### src/sv/bsm_pkg.sv
// Package for the battery state-of-charge monitor.
// Field widths, register indexes, reset values and the controller state type.
// No dependencies.
`default_nettype none

package bsm_pkg;

   localparam int unsigned SAMPLE_W   = 16;
   localparam int unsigned VOLT_W     = 10;
   localparam int unsigned SOC_W      = 7;
   localparam int unsigned FLOOR_W    = 17;
   localparam int unsigned RSP_W      = SAMPLE_W + SOC_W + 1;

   localparam int unsigned DEPTH_DEF  = 16;
   localparam int unsigned PCT_SCALE  = 100;
   localparam int unsigned SOC_FULL   = 100;
   localparam int unsigned TRANS_MULT = 10;
   localparam int unsigned STEP_DIV   = 4;
   localparam int unsigned SAMPLE_MAX = 65535;

   localparam int unsigned CSR_IDX_W  = 2;
   localparam int unsigned CSR_DATA_W = VOLT_W;

   localparam logic [VOLT_W-1:0] MIN_VOLTS_RST = VOLT_W'(30);
   localparam logic [VOLT_W-1:0] MAX_VOLTS_RST = VOLT_W'(42);
   localparam logic [SOC_W-1:0]  LOW_THR_RST   = SOC_W'(10);
   localparam logic [SOC_W-1:0]  RECH_THR_RST  = SOC_W'(20);

   typedef enum logic [CSR_IDX_W-1:0] {
      CSR_MIN_VOLTS = 2'd0,
      CSR_MAX_VOLTS = 2'd1,
      CSR_LOW_THR   = 2'd2,
      CSR_RECH_THR  = 2'd3
   } csr_idx_type;

   typedef enum logic [2:0] {
      ST_IDLE,
      ST_AVG,
      ST_DIVA_GO,
      ST_DIVA,
      ST_DIVS_GO,
      ST_DIVS,
      ST_PUSH
   } state_type;

endpackage

`default_nettype wire

### src/sv/bsm_div.sv
// Bit-serial restoring divider, one quotient bit per cycle.
// Uses no package items; shared by the average and the charge division.
`default_nettype none

module bsm_div #(
   parameter int unsigned NW  = 20,
   parameter int unsigned DVW = 10
) (
   input  wire logic           clock,
   input  wire logic           reset,
   input  wire logic           start,
   input  wire logic [NW-1:0]  dividend,
   input  wire logic [DVW-1:0] divisor,
   output logic                done,
   output logic [NW-1:0]       quotient
);

   localparam int unsigned CNT_W = $clog2(NW + 1);

   logic              busy_ff, busy_in;
   logic              done_ff, done_in;
   logic [CNT_W-1:0]  cnt_ff, cnt_in;
   logic [NW-1:0]     quo_ff, quo_in;
   logic [DVW-1:0]    rem_ff, rem_in;
   logic [DVW-1:0]    dvs_ff, dvs_in;
   logic [DVW:0]      shifted;
   logic [DVW:0]      trial;
   logic              ge;

   assign shifted = {rem_ff, quo_ff[NW-1]};
   assign ge      = shifted >= {1'b0, dvs_ff};
   assign trial   = shifted - {1'b0, dvs_ff};

   always_comb begin
      busy_in = busy_ff;
      done_in = 1'b0;
      cnt_in  = cnt_ff;
      quo_in  = quo_ff;
      rem_in  = rem_ff;
      dvs_in  = dvs_ff;
      if (start) begin
         busy_in = 1'b1;
         cnt_in  = CNT_W'(NW);
         quo_in  = dividend;
         rem_in  = '0;
         dvs_in  = divisor;
      end else if (busy_ff) begin
         quo_in = {quo_ff[NW-2:0], ge};
         rem_in = ge ? trial[DVW-1:0] : shifted[DVW-1:0];
         cnt_in = cnt_ff - CNT_W'(1);
         if (cnt_ff == CNT_W'(1)) begin
            busy_in = 1'b0;
            done_in = 1'b1;
         end
      end
   end

   always_ff @(posedge clock) begin
      if (reset) begin
         busy_ff <= 1'b0;
         done_ff <= 1'b0;
         cnt_ff  <= '0;
      end else begin
         busy_ff <= busy_in;
         done_ff <= done_in;
         cnt_ff  <= cnt_in;
      end
   end

   always_ff @(posedge clock) begin
      quo_ff <= quo_in;
      rem_ff <= rem_in;
      dvs_ff <= dvs_in;
   end

   assign done     = done_ff;
   assign quotient = quo_ff;

endmodule

`default_nettype wire

### src/sv/bsm_avg.sv
// Sample ring and running sum for the moving average.
// Depends on bsm_pkg for the sample width.
`default_nettype none

module bsm_avg
   import bsm_pkg::*;
#(
   parameter int unsigned DEPTH = DEPTH_DEF
) (
   input  wire logic                                  clock,
   input  wire logic                                  reset,
   input  wire logic                                  start,
   input  wire logic [SAMPLE_W-1:0]                   sample,
   output logic                                       done,
   output logic [SAMPLE_W+$clog2(DEPTH)-1:0]          sum,
   output logic [$clog2(DEPTH+1)-1:0]                 count,
   output logic                                       filled
);

   localparam int unsigned IW = $clog2(DEPTH);
   localparam int unsigned SW = SAMPLE_W + IW;
   localparam int unsigned CW = $clog2(DEPTH + 1);

   logic [SAMPLE_W-1:0] ring_mem [DEPTH];

   logic                stage_ff, done_ff;
   logic [IW-1:0]       idx_ff, idx_in;
   logic                filled_ff, filled_in;
   logic [SW-1:0]       sum_ff, sum_in;
   logic [CW-1:0]       count_ff, count_in;
   logic [SAMPLE_W-1:0] sample_ff;
   logic [SAMPLE_W-1:0] old_ff;
   logic                last_slot;

   assign last_slot = idx_ff == IW'(DEPTH - 1);

   always_comb begin
      idx_in    = idx_ff;
      filled_in = filled_ff;
      sum_in    = sum_ff;
      count_in  = count_ff;
      if (stage_ff) begin
         sum_in   = (filled_ff ? sum_ff - SW'(old_ff) : sum_ff) + SW'(sample_ff);
         count_in = filled_ff ? CW'(DEPTH) : CW'(idx_ff) + CW'(1);
         idx_in   = last_slot ? '0 : idx_ff + IW'(1);
         if (last_slot) begin
            filled_in = 1'b1;
         end
      end
   end

   always_ff @(posedge clock) begin
      if (reset) begin
         stage_ff  <= 1'b0;
         done_ff   <= 1'b0;
         idx_ff    <= '0;
         filled_ff <= 1'b0;
         sum_ff    <= '0;
         count_ff  <= '0;
      end else begin
         stage_ff  <= start;
         done_ff   <= stage_ff;
         idx_ff    <= idx_in;
         filled_ff <= filled_in;
         sum_ff    <= sum_in;
         count_ff  <= count_in;
      end
   end

   always_ff @(posedge clock) begin
      if (start) begin
         sample_ff <= sample;
         old_ff    <= ring_mem[idx_ff];
      end
      if (stage_ff) begin
         ring_mem[idx_ff] <= sample_ff;
      end
   end

   assign done   = done_ff;
   assign sum    = sum_ff;
   assign count  = count_ff;
   assign filled = filled_ff;

endmodule

`default_nettype wire

### src/sv/battery_soc_monitor.sv
// Battery state-of-charge monitor, top level: control sequencer, charge rules, ports.
// Depends on bsm_pkg, bsm_avg and bsm_div.
//
// One voltage sample in, one result out. The one bit-serial divider runs the
// average division and then the charge division, one quotient bit a cycle. A
// new sample is taken once the previous one is done; a finished result waits in
// the output register and the next sample may transfer meanwhile. The result
// carries the average clamped up to min_volts*100 (saturated at 65535), the
// accepted charge and the low-battery flag. Charge changes are adopted at once
// until the ring has filled, then only after 10*DEPTH disagreeing samples net of
// DEPTH/4 credit per agreeing sample.
`default_nettype none

module battery_soc_monitor
   import bsm_pkg::*;
#(
   parameter int unsigned DEPTH = DEPTH_DEF
) (
   input  wire logic                  clock,
   input  wire logic                  reset,
   input  wire logic                  req_tvalid,
   output logic                       req_tready,
   input  wire logic [SAMPLE_W-1:0]   req_tdata,   // [15:0] voltage_sample
   output logic                       rsp_tvalid,
   input  wire logic                  rsp_tready,
   output logic [RSP_W-1:0]           rsp_tdata,   // [15:0] average_voltage,
                                                   // [22:16] charge_percent, [23] low_battery
   input  wire logic                  csr_we,
   input  wire logic [CSR_IDX_W-1:0]  csr_index,
   input  wire logic [CSR_DATA_W-1:0] csr_wdata
);

   localparam int unsigned IW        = $clog2(DEPTH);
   localparam int unsigned SW        = SAMPLE_W + IW;
   localparam int unsigned CW        = $clog2(DEPTH + 1);
   localparam int unsigned DVW       = (CW > VOLT_W) ? CW : VOLT_W;
   localparam int unsigned TRANS_LIM = TRANS_MULT * DEPTH;
   localparam int unsigned TW        = $clog2(TRANS_LIM + 1);
   localparam int unsigned STEP      = DEPTH / STEP_DIV;

   state_type            state_ff, state_in;

   logic [VOLT_W-1:0]    min_ff, max_ff;
   logic [SOC_W-1:0]     low_thr_ff, rech_thr_ff;

   logic [FLOOR_W-1:0]   avg_cl_ff, avg_cl_in;
   logic [SAMPLE_W-1:0]  diff_ff, diff_in;
   logic [SOC_W-1:0]     soc_ff, soc_in;
   logic [SOC_W-1:0]     acc_ff, acc_in;
   logic [TW-1:0]        trans_ff, trans_in;
   logic                 low_ff, low_in;
   logic                 rsp_valid_ff, rsp_valid_in;
   logic [RSP_W-1:0]     rsp_data_ff, rsp_data_in;

   logic                 avg_start, avg_done, ring_filled;
   logic [SW-1:0]        avg_sum;
   logic [CW-1:0]        avg_count;

   logic                 div_start, div_sel_soc, div_done;
   logic [SW-1:0]        div_dividend, div_quo;
   logic [DVW-1:0]       div_divisor;

   logic                 cap_avg, cap_soc, push, out_free;
   logic [FLOOR_W-1:0]   floor_cv, avg_ext, avg_cl;
   logic [TW-1:0]        trans_inc;
   logic [SAMPLE_W-1:0]  avg_sat;

   bsm_avg #(
      .DEPTH (DEPTH)
   ) u_avg (
      .clock  (clock),
      .reset  (reset),
      .start  (avg_start),
      .sample (req_tdata),
      .done   (avg_done),
      .sum    (avg_sum),
      .count  (avg_count),
      .filled (ring_filled)
   );

   assign div_dividend = div_sel_soc ? SW'(diff_ff) : avg_sum;
   assign div_divisor  = div_sel_soc ? DVW'(max_ff - min_ff) : DVW'(avg_count);

   bsm_div #(
      .NW  (SW),
      .DVW (DVW)
   ) u_div (
      .clock    (clock),
      .reset    (reset),
      .start    (div_start),
      .dividend (div_dividend),
      .divisor  (div_divisor),
      .done     (div_done),
      .quotient (div_quo)
   );

   // configuration
   always_ff @(posedge clock) begin
      if (reset) begin
         min_ff      <= MIN_VOLTS_RST;
         max_ff      <= MAX_VOLTS_RST;
         low_thr_ff  <= LOW_THR_RST;
         rech_thr_ff <= RECH_THR_RST;
      end else if (csr_we) begin
         unique case (csr_idx_type'(csr_index))
            CSR_MIN_VOLTS: min_ff      <= csr_wdata[VOLT_W-1:0];
            CSR_MAX_VOLTS: max_ff      <= csr_wdata[VOLT_W-1:0];
            CSR_LOW_THR:   low_thr_ff  <= csr_wdata[SOC_W-1:0];
            CSR_RECH_THR:  rech_thr_ff <= csr_wdata[SOC_W-1:0];
         endcase
      end
   end

   assign out_free = !rsp_valid_ff || rsp_tready;

   // next state
   always_comb begin
      state_in = state_ff;
      unique case (state_ff)
         ST_IDLE:    if (req_tvalid) state_in = ST_AVG;
         ST_AVG:     if (avg_done) state_in = ST_DIVA_GO;
         ST_DIVA_GO: state_in = ST_DIVA;
         ST_DIVA:    if (div_done) state_in = ST_DIVS_GO;
         ST_DIVS_GO: state_in = ST_DIVS;
         ST_DIVS:    if (div_done) state_in = ST_PUSH;
         ST_PUSH:    if (out_free) state_in = ST_IDLE;
         default:    state_in = ST_IDLE;
      endcase
   end

   // sequencer outputs
   always_comb begin
      req_tready  = 1'b0;
      avg_start   = 1'b0;
      div_start   = 1'b0;
      div_sel_soc = 1'b0;
      cap_avg     = 1'b0;
      cap_soc     = 1'b0;
      push        = 1'b0;
      unique case (state_ff)
         ST_IDLE: begin
            req_tready = 1'b1;
            avg_start  = req_tvalid;
         end
         ST_AVG: ;
         ST_DIVA_GO: div_start = 1'b1;
         ST_DIVA: cap_avg = div_done;
         ST_DIVS_GO: begin
            div_start   = 1'b1;
            div_sel_soc = 1'b1;
         end
         ST_DIVS: cap_soc = div_done;
         ST_PUSH: push = out_free;
         default: ;
      endcase
   end

   // clamp and charge mapping
   assign floor_cv = FLOOR_W'(min_ff) * FLOOR_W'(PCT_SCALE);
   assign avg_ext  = FLOOR_W'(div_quo[SAMPLE_W-1:0]);
   assign avg_cl   = (avg_ext < floor_cv) ? floor_cv : avg_ext;
   assign avg_sat  = (avg_cl_ff > FLOOR_W'(SAMPLE_MAX)) ? SAMPLE_W'(SAMPLE_MAX)
                                                       : avg_cl_ff[SAMPLE_W-1:0];
   assign trans_inc = trans_ff + TW'(1);

   always_comb begin
      avg_cl_in    = avg_cl_ff;
      diff_in      = diff_ff;
      soc_in       = soc_ff;
      acc_in       = acc_ff;
      trans_in     = trans_ff;
      low_in       = low_ff;
      rsp_valid_in = rsp_valid_ff && !rsp_tready;
      rsp_data_in  = rsp_data_ff;
      if (cap_avg) begin
         avg_cl_in = avg_cl;
         diff_in   = SAMPLE_W'(avg_cl - floor_cv);
      end
      if (cap_soc) begin
         if (max_ff <= min_ff) begin
            soc_in = '0;
         end else if (div_quo > SW'(SOC_FULL)) begin
            soc_in = SOC_W'(SOC_FULL);
         end else begin
            soc_in = div_quo[SOC_W-1:0];
         end
      end
      if (push) begin
         if (soc_ff != acc_ff) begin
            if ((trans_inc >= TW'(TRANS_LIM)) || !ring_filled) begin
               trans_in = '0;
               acc_in   = soc_ff;
            end else begin
               trans_in = trans_inc;
            end
         end else begin
            trans_in = (trans_ff > TW'(STEP)) ? trans_ff - TW'(STEP) : '0;
         end
         priority if ((acc_in <= low_thr_ff) && !low_ff) begin
            low_in = 1'b1;
         end else if ((acc_in >= rech_thr_ff) && low_ff) begin
            low_in = 1'b0;
         end
         rsp_valid_in = 1'b1;
         rsp_data_in  = {low_in, acc_in, avg_sat};
      end
   end

   always_ff @(posedge clock) begin
      if (reset) begin
         state_ff     <= ST_IDLE;
         acc_ff       <= '0;
         trans_ff     <= '0;
         low_ff       <= 1'b0;
         rsp_valid_ff <= 1'b0;
      end else begin
         state_ff     <= state_in;
         acc_ff       <= acc_in;
         trans_ff     <= trans_in;
         low_ff       <= low_in;
         rsp_valid_ff <= rsp_valid_in;
      end
   end

   always_ff @(posedge clock) begin
      avg_cl_ff   <= avg_cl_in;
      diff_ff     <= diff_in;
      soc_ff      <= soc_in;
      rsp_data_ff <= rsp_data_in;
   end

   assign rsp_tvalid = rsp_valid_ff;
   assign rsp_tdata  = rsp_data_ff;

   a_charge_range: assert property (@(posedge clock) disable iff (reset)
      rsp_tvalid |-> rsp_tdata[RSP_W-2:SAMPLE_W] <= SOC_W'(SOC_FULL))
      else $error("charge above full scale");

   a_trans_bound: assert property (@(posedge clock) disable iff (reset)
      trans_ff < TW'(TRANS_LIM))
      else $error("transition counter past its limit");

   a_first_pass: assert property (@(posedge clock) disable iff (reset)
      !ring_filled |-> trans_ff == '0)
      else $error("transition counter moved during first pass");

endmodule

`default_nettype wire
### config.mk
export PLATFORM = sky130hd
export DESIGN_NAME = battery_soc_monitor
export DESIGN_NICKNAME = d
export VERILOG_FILES = /design/src/sv/bsm_pkg.sv /design/src/sv/bsm_div.sv /design/src/sv/bsm_avg.sv /design/src/sv/battery_soc_monitor.sv
export SDC_FILE = /design/constraint.sdc
export NUM_CORES = 1
export LEC_CHECK = 0
export BUFFER_PORTS_ARGS = -buffer_cell sky130_fd_sc_hd__clkbuf_2
export CAP_MARGIN = 20
export CORE_MARGIN = 5
export CORE_UTILIZATION = 40
export DETAILED_ROUTE_END_ITERATION = 8
export GPL_ROUTABILITY_DRIVEN = 0
export HOLD_SLACK_MARGIN = 0.03
export PLACE_DENSITY = 0.57
export REMOVE_ABC_BUFFERS = 1
export SKIP_LAST_GASP = 1
export SLEW_MARGIN = 20
export SYNTH_ARGS = -nofsm -noshare
export SYNTH_HDL_FRONTEND = slang
export SYNTH_HIERARCHICAL = 1
export SYNTH_SLANG_ARGS = --single-unit
### constraint.sdc
create_clock -name clock -period 7.8 [get_ports clock]
set_input_delay 1.17 -clock clock [delete_from_list [all_inputs] [get_ports clock]]
set_output_delay 1.17 -clock clock [all_outputs]
set_load 0.02 [all_outputs]
==> flow_summary.toml, run 1 <==
[status]
status = "finished, final reports clean"

[floorplan]
start_util = 0.403
ios = 59
die_h_um = 253
core-area_sq_um = 58800
rows = 89
die_x_um = 253
die_area_sq_um = 64100

[clock_network]
clk_transition_reported_paths_ns = 0.06
cts_resized = 0
cts_max_level = 2
cts_hold_buffers = 0
clk_latency_ns = 0.62
clockBufferDepth = 3
tritoncts = "built"
cts_setup_buffers = 0
root_buffer = "clkbuf_16"
numCtsBuffers = 51
cts_sinks = 483

[min_path]
min_from = "low_thr_ff[5]"
min_to = "low_thr_ff[5]"
hold_depth = 2
hold_class = "register to register"

[synthesis]
async_flop_share = 0
synth_seq_cells = 483
ys.flop_type = "edfxtp_1"
yosysUniqueCellTypes = 91
synth_top_cell_area_share = 0.482
synth_edf_count = 380
ys_top_cells_by_area = "edfxtp_1 (48%), dfxtp_1 (8.7%), mux4_2 (7.6%)"
yosysTopAreaCell = "edfxtp_1"
ys_seq_area_frac = 0.569
yosys_warnings = 6
syn_area_sq_um = 23700
avgSynthCellArea_sq_um = 12.8
synthCells = 1846

[timing]
finalClockSkew_ns = 0.0382
period_share = 0.885
hold_viol_final = 0
fin_crit_ns = 6.90
slew_headroom = 0.284
rsz0062_at_grt = "no"
tightest_slew_ns = 1.07
fin_tns_setup_ns = 0
slew_violations = 0
setup_violations = 0
timing.fmax_ghz = 0.145

[pwr]
comb_power_share = 0.174
seq_power_share = 0.460
switchingPower_mw = 1.77
p_int_mw = 4.83
leakage_nw = 9.78
power_density_nw_per_um2 = 249
peakVddDrop_mv = 0.189
power_switching_share = 0.268
clkPwrFrac = 0.366

[worst_setup_path]
worstPathRequired_ns = 8.15
cpPeakStageDelay_ns = 0.50
path_common_cell = "ha_1"
worst-endpoint-arrival_ns = 7.25
rr_startpoint = "min_ff[5]"
reg2reg_depth = 29
crit_type = "register to register"
cp-start-kind = "register"
cp_max_fo = 11
r2r_setup_slack_ns = 0.90
cp_slowest_cell = "fa_1"
r2r_end = "diff_ff[15]"
critPathCaptureType = "register"

[drt]
via_per_inst = 5.39
vias = 14700
drt_iter0_markers = 767
firstDrtPassIters = 5
wl_per_cell_um = 19.8
drc = 0
routed_wirelength_mm = 53.8
antenna_left = 0

[final_layout]
diodes = 0
fin_util = 0.451
finalNonFillerCells = 2723
drive_above_1_share = 0.167
layout_common_cells = "edfxtp_1 (380), nand2_1 (162), ha_1 (134)"
final_common_cell = "edfxtp_1"
fin_nets = 2088
area_delta_synth_final_pct = 12.1

[job]
cap_violations = 0

[global_route]
met1_usage = 0.219
grt_overflow_total = 0
use_met3 = 0.0257
antenna_found_initial = 0
grt_max_degree = 54
met2_usage = 0.289
grt_use_total = 0.166
first_global_vias = 14700
busiest_layer = "met2"
grt_pass1_wl_mm = 84.1

[placed_design]
placed_cells = 2631
numPortBuffers = 58
dp_hpwl_mm = 35.5
## power groups by stage
stage	sequential, mW	combinational [mW]	clock (mW)
2_1_floorplan	3.05	0.886	0
3_3_place_gp	3.09	1.12	0
3_5_place_dp	3.09	1.14	0
4_1_cts	3.04	1.15	2.49
5_1_grt	3.05	1.29	2.59
6_report	3.04	1.15	2.42
## final cells by class
| class | count | area [sq um] |
|---|---|---|
| multi-input combinational | 1170 | 9460 |
| fill | 5308 | 32300 |
| tap | 773 | 967 |
| sequential | 483 | 13500 |
| timing repair buffer | 86 | 503 |
| inverter | 119 | 447 |
| clock buffer | 65 | 1360 |
| clock inverter | 27 | 324 |
## routing by layer
metal  vias up  part of all wire
met5         -                 0
met4         0             0.021
met3        78             0.042
met2       285              0.50
met1      7326              0.44
li1       6999                 -
## critical path: cells and delay by family (launching register included)
family / cells / cell delay, ns
AOI/OAI and AO/OA: 14 / 3.30
adders and majority gates: 6 / 1.96
DFF: 1 / 0.41
and+or+nand+nor: 4 / 0.48
xor gates and xnor gates: 2 / 0.31
buffers and inverters: 3 / 0.18
## sequential cells by signal (all words and copies together) (netlist names), 8 cells and up
register,count
avg_cl_ff,15
diff_ff,16
max_ff,10
min_ff,10
rsp_tdata,24
trans_ff,8
u_avg/old_ff,16
u_avg/ring_mem,256
u_avg/sample_ff,16
u_avg/sum,20
u_div/dvs_ff,10
u_div/quotient,20
u_div/rem_ff,10
## Yosys cell counts (17+ instances only)
| library cell | number |
|---|---|
| o21ai_0 | 52 |
| dfxtp_1 | 103 |
| mux4_2 | 80 |
| or2_2 | 19 |
| mux2i_1 | 18 |
| nor3_1 | 37 |
| o21ai_1 | 17 |
| a21oi_1 | 98 |
| a211oi_1 | 21 |
| nor2_1 | 127 |
| inv_1 | 119 |
| xnor2_1 | 52 |
| and2_1 | 25 |
| xor2_1 | 21 |
| mux2_2 | 36 |
| a21o_1 | 28 |
| clkbuf_1 | 50 |
| ha_1 | 134 |
| nand2_1 | 162 |
| nand3_1 | 25 |
| edfxtp_1 | 380 |
## logic make-up after synthesis
kind of cell / after synthesis / synth area share
compound gates: 331 / 0.0929
xor+xnor: 74 / 0.0277
fa+ha+maj: 144 / 0.0793
buf+inv: 193 / 0.0327
flops: 483 / 0.569
mux: 136 / 0.102
simple gates: 485 / 0.0964
## through the flow
step | setup slack (ns) | hold WS, ns | total power [mW] | instance area (sq um)
global route | 0.307 | 0.484 | 6.93 | 26500
global placement | 1.15 | 0.447 | 4.21 | 24800
CTS | 0.914 | 0.461 | 6.68 | 26500
detailed placement | 0.950 | 0.453 | 4.23 | 24800
floorplan | 1.44 | 0.430 | 3.94 | 23300
finish | 0.897 | 0.457 | 6.61 | 26500
## worst max-delay path by stage
stage / startpoint / to / slack [ns] / depth (start not counted)
after floorplan: min_ff[4] / diff_ff[14] / 1.44 / 28
after global placement: min_ff[4] / diff_ff[15] / 1.15 / 29
after detailed placement: min_ff[5] / diff_ff[15] / 0.95 / 29
after CTS: min_ff[5] / diff_ff[15] / 0.91 / 29
after global routing: min_ff[5] / diff_ff[15] / 0.31 / 29
final: min_ff[5] / diff_ff[15] / 0.90 / 29
No activity file was read; power rests on OpenSTA's default activity.
==> run 2: changes to the inputs <==
Settings changed: GPL_TIMING_DRIVEN set to 0, TNS_END_PERCENT set to 5.
Clock period 7.8 ns to 6.5 ns, I/O delays scaled along.
==> flow_summary.toml, run 2 (synthesized netlist as in run 1, its figures left out) <==
[status]
status = "finished, final reports clean"

[drt]
vias = 14600
drc = 0
routed_wirelength_mm = 53.5
wl_per_cell_um = 19.6
drt_iter0_markers = 837
antenna_left = 0
via_per_inst = 5.37
firstDrtPassIters = 5

[final_layout]
final-seq-area_sq_um = 13500
reg_top3 = "u_avg/ring_mem (256), rsp_tdata (24)"
fin_nets = 2090
top_register = "u_avg/ring_mem"
diodes = 0
largest_reg_flops = 256
area_delta_synth_final_pct = 13.5
drive_above_1_share = 0.191
final_common_cell = "edfxtp_1"
layout_common_cells = "edfxtp_1 (380), nand2_1 (162), ha_1 (128)"
multi_input_area_sq_um = 9630
fill_cells = 5228

[floorplan]
die_area_sq_um = 64100
die_h_um = 253
die_x_um = 253
ios = 59
start_util = 0.403
core-area_sq_um = 58800
rows = 89

[timing]
whs_ns = 0.459
hold_viol_final = 0
finalClockSkew_ns = 0.0268
tightest_slew_ns = 1.14
timing.fmax_ghz = 0.160
setup_violations = 0
setup_ws_ns = 0.250
fin_crit_ns = 6.25
slew_headroom = 0.240
period_share = 0.961
slew_violations = 0

[worst_setup_path]
cp_max_fo = 5
cpPeakStageDelay_ns = 0.50
worst-endpoint-arrival_ns = 6.57
cp-startpoint = "min_ff[4]"
worstPathRequired_ns = 6.82
cp_slowest_cell = "fa_1"
cp-start-kind = "register"
critPathCaptureType = "register"
rr_startpoint = "min_ff[4]"
crit_type = "register to register"

[min_path]
min_from = "low_thr_ff[2]"
hold_class = "register to register"

[clock_network]
root_buffer = "clkbuf_16"
cts_max_level = 2
cts_hold_buffers = 0
numCtsBuffers = 51
clockBufferDepth = 3
cts_sinks = 483
clk_latency_ns = 0.60
clk_transition_reported_paths_ns = 0.06
tritoncts = "built"

[job]
cap_violations = 0

[placed_design]
numPortBuffers = 58
place_ws_ns = -0.846
dp_hpwl_mm = 35.4

[pwr]
peakVddDrop_mv = 0.298
leakage_nw = 9.85
power_density_nw_per_um2 = 297

[global_route]
antenna_found_initial = 0
grt_max_degree = 52
grt_overflow_total = 0
grt_use_total = 0.164
grt_pass1_wl_mm = 83.4
first_global_vias = 14600
-- run 2: cell types whose count changed in the layout (fill, tap and decap cells not counted), sizes merged --
cell	before	now
clkbuf	122	120
clkinv	18	22
a41o	2	4
clkinvlp	4	5
bufinv	5	3
inv	119	121
buf	29	28
-- run 2: layout make-up --
| cell class | instances | area share |
|---|---|---|
| clock buffer | 62 | 0.0510 |
| clock inverter | 32 | 0.0108 |
| inverter | 119 | 0.0166 |
| multi-input combinational | 1172 | 0.358 |
| sequential | 483 | 0.502 |
| tap | 773 | 0.0360 |
| timing repair buffer | 86 | 0.0246 |
-- run 2: report_power, final --
part           leakage [nW]  switching (mW)  internal [mW]
Combinational          4.77           0.802          0.676
Sequential             4.28           0.142           3.50
Clock                 0.801            1.23           1.63
-- run 2: path summary, 6_finish.rpt --
check	end	slack [ns]	cells past startpoint
worst max-delay path	diff_ff[14]	0.25	29
worst min-delay path	low_thr_ff[2]	0.46	2
worst max register to register	diff_ff[14]	0.25	29
worst min register to register	low_thr_ff[2]	0.46	2
-- run 2: repair_timing --
action / 4_1_cts / 5_1_grt
pin swaps: 1 / 18
endpoints found under the setup margin: 9 / 3
resized for setup: 16 / 17
gates cloned: 1 / 1
setup buffers: 1 / 14
-- run 2: metal layers --
layer / up-vias / global-route usage / share of wire
li1: 7030 / - / -
met1: 7243 / 0.218 / 0.44
met2: 293 / 0.285 / 0.50
met3: 78 / 0.0237 / 0.040
met4: 0 / 0.0424 / 0.021
met5: - / 0 / 0
-- run 2: worst max-delay path, delay by kind of cell (launching register included) --
family	cells	cell delay, ns
buffers and inverters	3	0.20
muxes	1	0.21
DFF	1	0.36
adders and majority gates	7	1.95
AOI/OAI and AO/OA	14	2.72
xor gates and xnor gates	2	0.30
and+or+nand+nor	2	0.22
-- run 2: metrics by stage --
step / std cells / instance area (sq um) / power, mW / util / setup TNS [ns]
2_1_floorplan: 1772 / 23300 / 4.73 / - / 0
3_3_place_gp: 2603 / 24600 / 5.05 / 0.418 / -4.48
3_5_place_dp: 2615 / 24900 / 5.07 / 0.423 / -4.09
4_1_cts: 2711 / 26600 / 7.99 / 0.452 / 0
5_1_grt: 2727 / 26900 / 8.39 / 0.457 / -0.000802
6_report: 2727 / 26900 / 7.98 / 0.457 / 0
==> run 3: changes to the inputs <==
Settings changed: PLACE_DENSITY 0.57 to 0.56.
==> flow_summary.toml, run 3 (synthesized netlist as in run 1, its figures left out) <==
[min_path]
min_to = "rech_thr_ff[3]"
hold_class = "register to register"
hold_depth = 2
min_from = "rech_thr_ff[3]"

[global_route]
grt_pass1_wl_mm = 84.6
grt_use_total = 0.169
antenna_found_initial = 0
grt_overflow_total = 0
first_global_vias = 14600
grt_max_degree = 51

[clock_network]
numCtsBuffers = 52
cts_sinks = 483
clockBufferDepth = 3
cts_max_level = 2
clk_transition_reported_paths_ns = 0.06
root_buffer = "clkbuf_16"
clk_latency_ns = 0.63
tritoncts = "built"

[final_layout]
finalNonFillerCells = 2717
final_common_cell = "edfxtp_1"
fin_nets = 2084
diodes = 0
layout_common_cells = "edfxtp_1 (380), nand2_1 (162), ha_1 (130)"
largest_reg_flops = 256
reg_top3 = "u_avg/ring_mem (256), rsp_tdata (24)"
area_delta_synth_final_pct = 12.9
fin_util = 0.455
top_register = "u_avg/ring_mem"
drive_above_1_share = 0.185

[drt]
antenna_left = 0
drt_iter0_markers = 887
vias = 14700
drc = 0
wl_per_cell_um = 20.2
routed_wirelength_mm = 54.9
firstDrtPassIters = 5
via_per_inst = 5.41

[timing]
finalClockSkew_ns = 0.0462
timing.fmax_ghz = 0.159
fin_crit_ns = 6.28
rsz0062_at_grt = "yes"
fin_tns_setup_ns = 0
slew_violations = 0
tightest_slew_ns = 1.07
hold_viol_final = 0
period_share = 0.966
slew_headroom = 0.287
setup_violations = 0

[placed_design]
placed_cells = 2614
numPortBuffers = 58
dp_hpwl_mm = 35.9

[pwr]
leakage_nw = 9.80
power_density_nw_per_um2 = 298
peakVddDrop_mv = 0.247

[worst_setup_path]
rr_startpoint = "min_ff[4]"
cp_max_fo = 7
cpPeakStageDelay_ns = 0.49
worst-endpoint-arrival_ns = 6.64
critPathCaptureType = "register"
r2r_setup_slack_ns = 0.22
cp_slowest_cell = "fa_1"
path_common_cell = "ha_1"
worstPathRequired_ns = 6.85
r2r_end = "diff_ff[14]"
reg2reg_depth = 28
cp-start-kind = "register"
crit_type = "register to register"

[status]
status = "finished, final reports clean"

[floorplan]
die_x_um = 253
die_area_sq_um = 64100
die_h_um = 253
ios = 59
core-area_sq_um = 58800
start_util = 0.403
rows = 89

[job]
cap_violations = 0
==> run 3: changes by cell type in the layout (fill, tap and decap cells not counted), sizes merged <==
cell / before / now
buf: 28 / 21
clkbuf: 120 / 126
clkinv: 22 / 16
clkinvlp: 5 / 2
==> run 3: cell type report <==
class | instances | area (sq um)
timing repair buffer | 79 | 593
clock inverter | 23 | 256
sequential | 483 | 13500
fill | 5275 | 32100
clock buffer | 68 | 1360
tap | 773 | 967
inverter | 119 | 447
multi-input combinational | 1172 | 9610
==> run 3: through the flow <==
stage / instance area [sq um] / setup slack, ns / hold slack, ns / total power [mW]
final: 26700 / 0.218 / 0.454 / 7.96
after global routing: 26700 / -0.0398 / 0.470 / 8.36
after CTS: 26600 / 0.0167 / 0.457 / 8.00
after detailed placement: 24900 / -0.901 / 0.449 / 5.09
after global placement: 24600 / -0.861 / 0.443 / 5.06
after floorplan: 23300 / 0.140 / 0.430 / 4.73
==> run 3: worst max-delay path, delay by kind of cell, from the launching register on <==
| family | cells | cell delay (ns) |
|---|---|---|
| adder cells (fa/ha/maj) | 6 | 1.88 |
| AO/OA/AOI/OAI | 13 | 2.56 |
| AND/OR/NAND/NOR | 2 | 0.47 |
| flip-flops | 1 | 0.35 |
| buffers and inverters | 5 | 0.49 |
| XOR/XNOR | 2 | 0.31 |
==> run 3: power breakdown <==
part	internal [mW]	total (mW)	leakage (nW)	switching, mW
combinational	0.674	1.48	4.74	0.809
sequential	3.50	3.64	4.28	0.140
clock	1.60	2.83	0.780	1.23
total	5.78	7.96	9.80	2.18
==> run 3: worst max path at each step <==
stage                     slack, ns       from     endpoint  cells past startpoint
after CTS                      0.02  min_ff[3]  diff_ff[14]                     29
after global routing          -0.04  min_ff[4]  diff_ff[15]                     29
after detailed placement      -0.90  min_ff[5]  diff_ff[15]                     27
final                          0.22  min_ff[4]  diff_ff[14]                     28
after floorplan                0.14  min_ff[4]  diff_ff[14]                     28
after global placement        -0.86  min_ff[5]  diff_ff[15]                     27
==> run 3: what timing repair did <==
action                                 4_1_cts  5_1_grt
buffers inserted                             2        8
hold buffers                                 0        0
setup endpoints to repair                    9        4
gates cloned                                 1        1
pin swaps                                    2        7
gates resized for setup                     17       10
endpoints found under the hold margin        0        0
==> run 3: layer usage <==
metal,vias to the layer above,wire (um),GRT usage
li1,7013,-,-
met1,7288,23800,0.222
met2,317,27200,0.290
met3,79,2550,0.0278
met4,0,1390,0.0487
met5,-,0,0
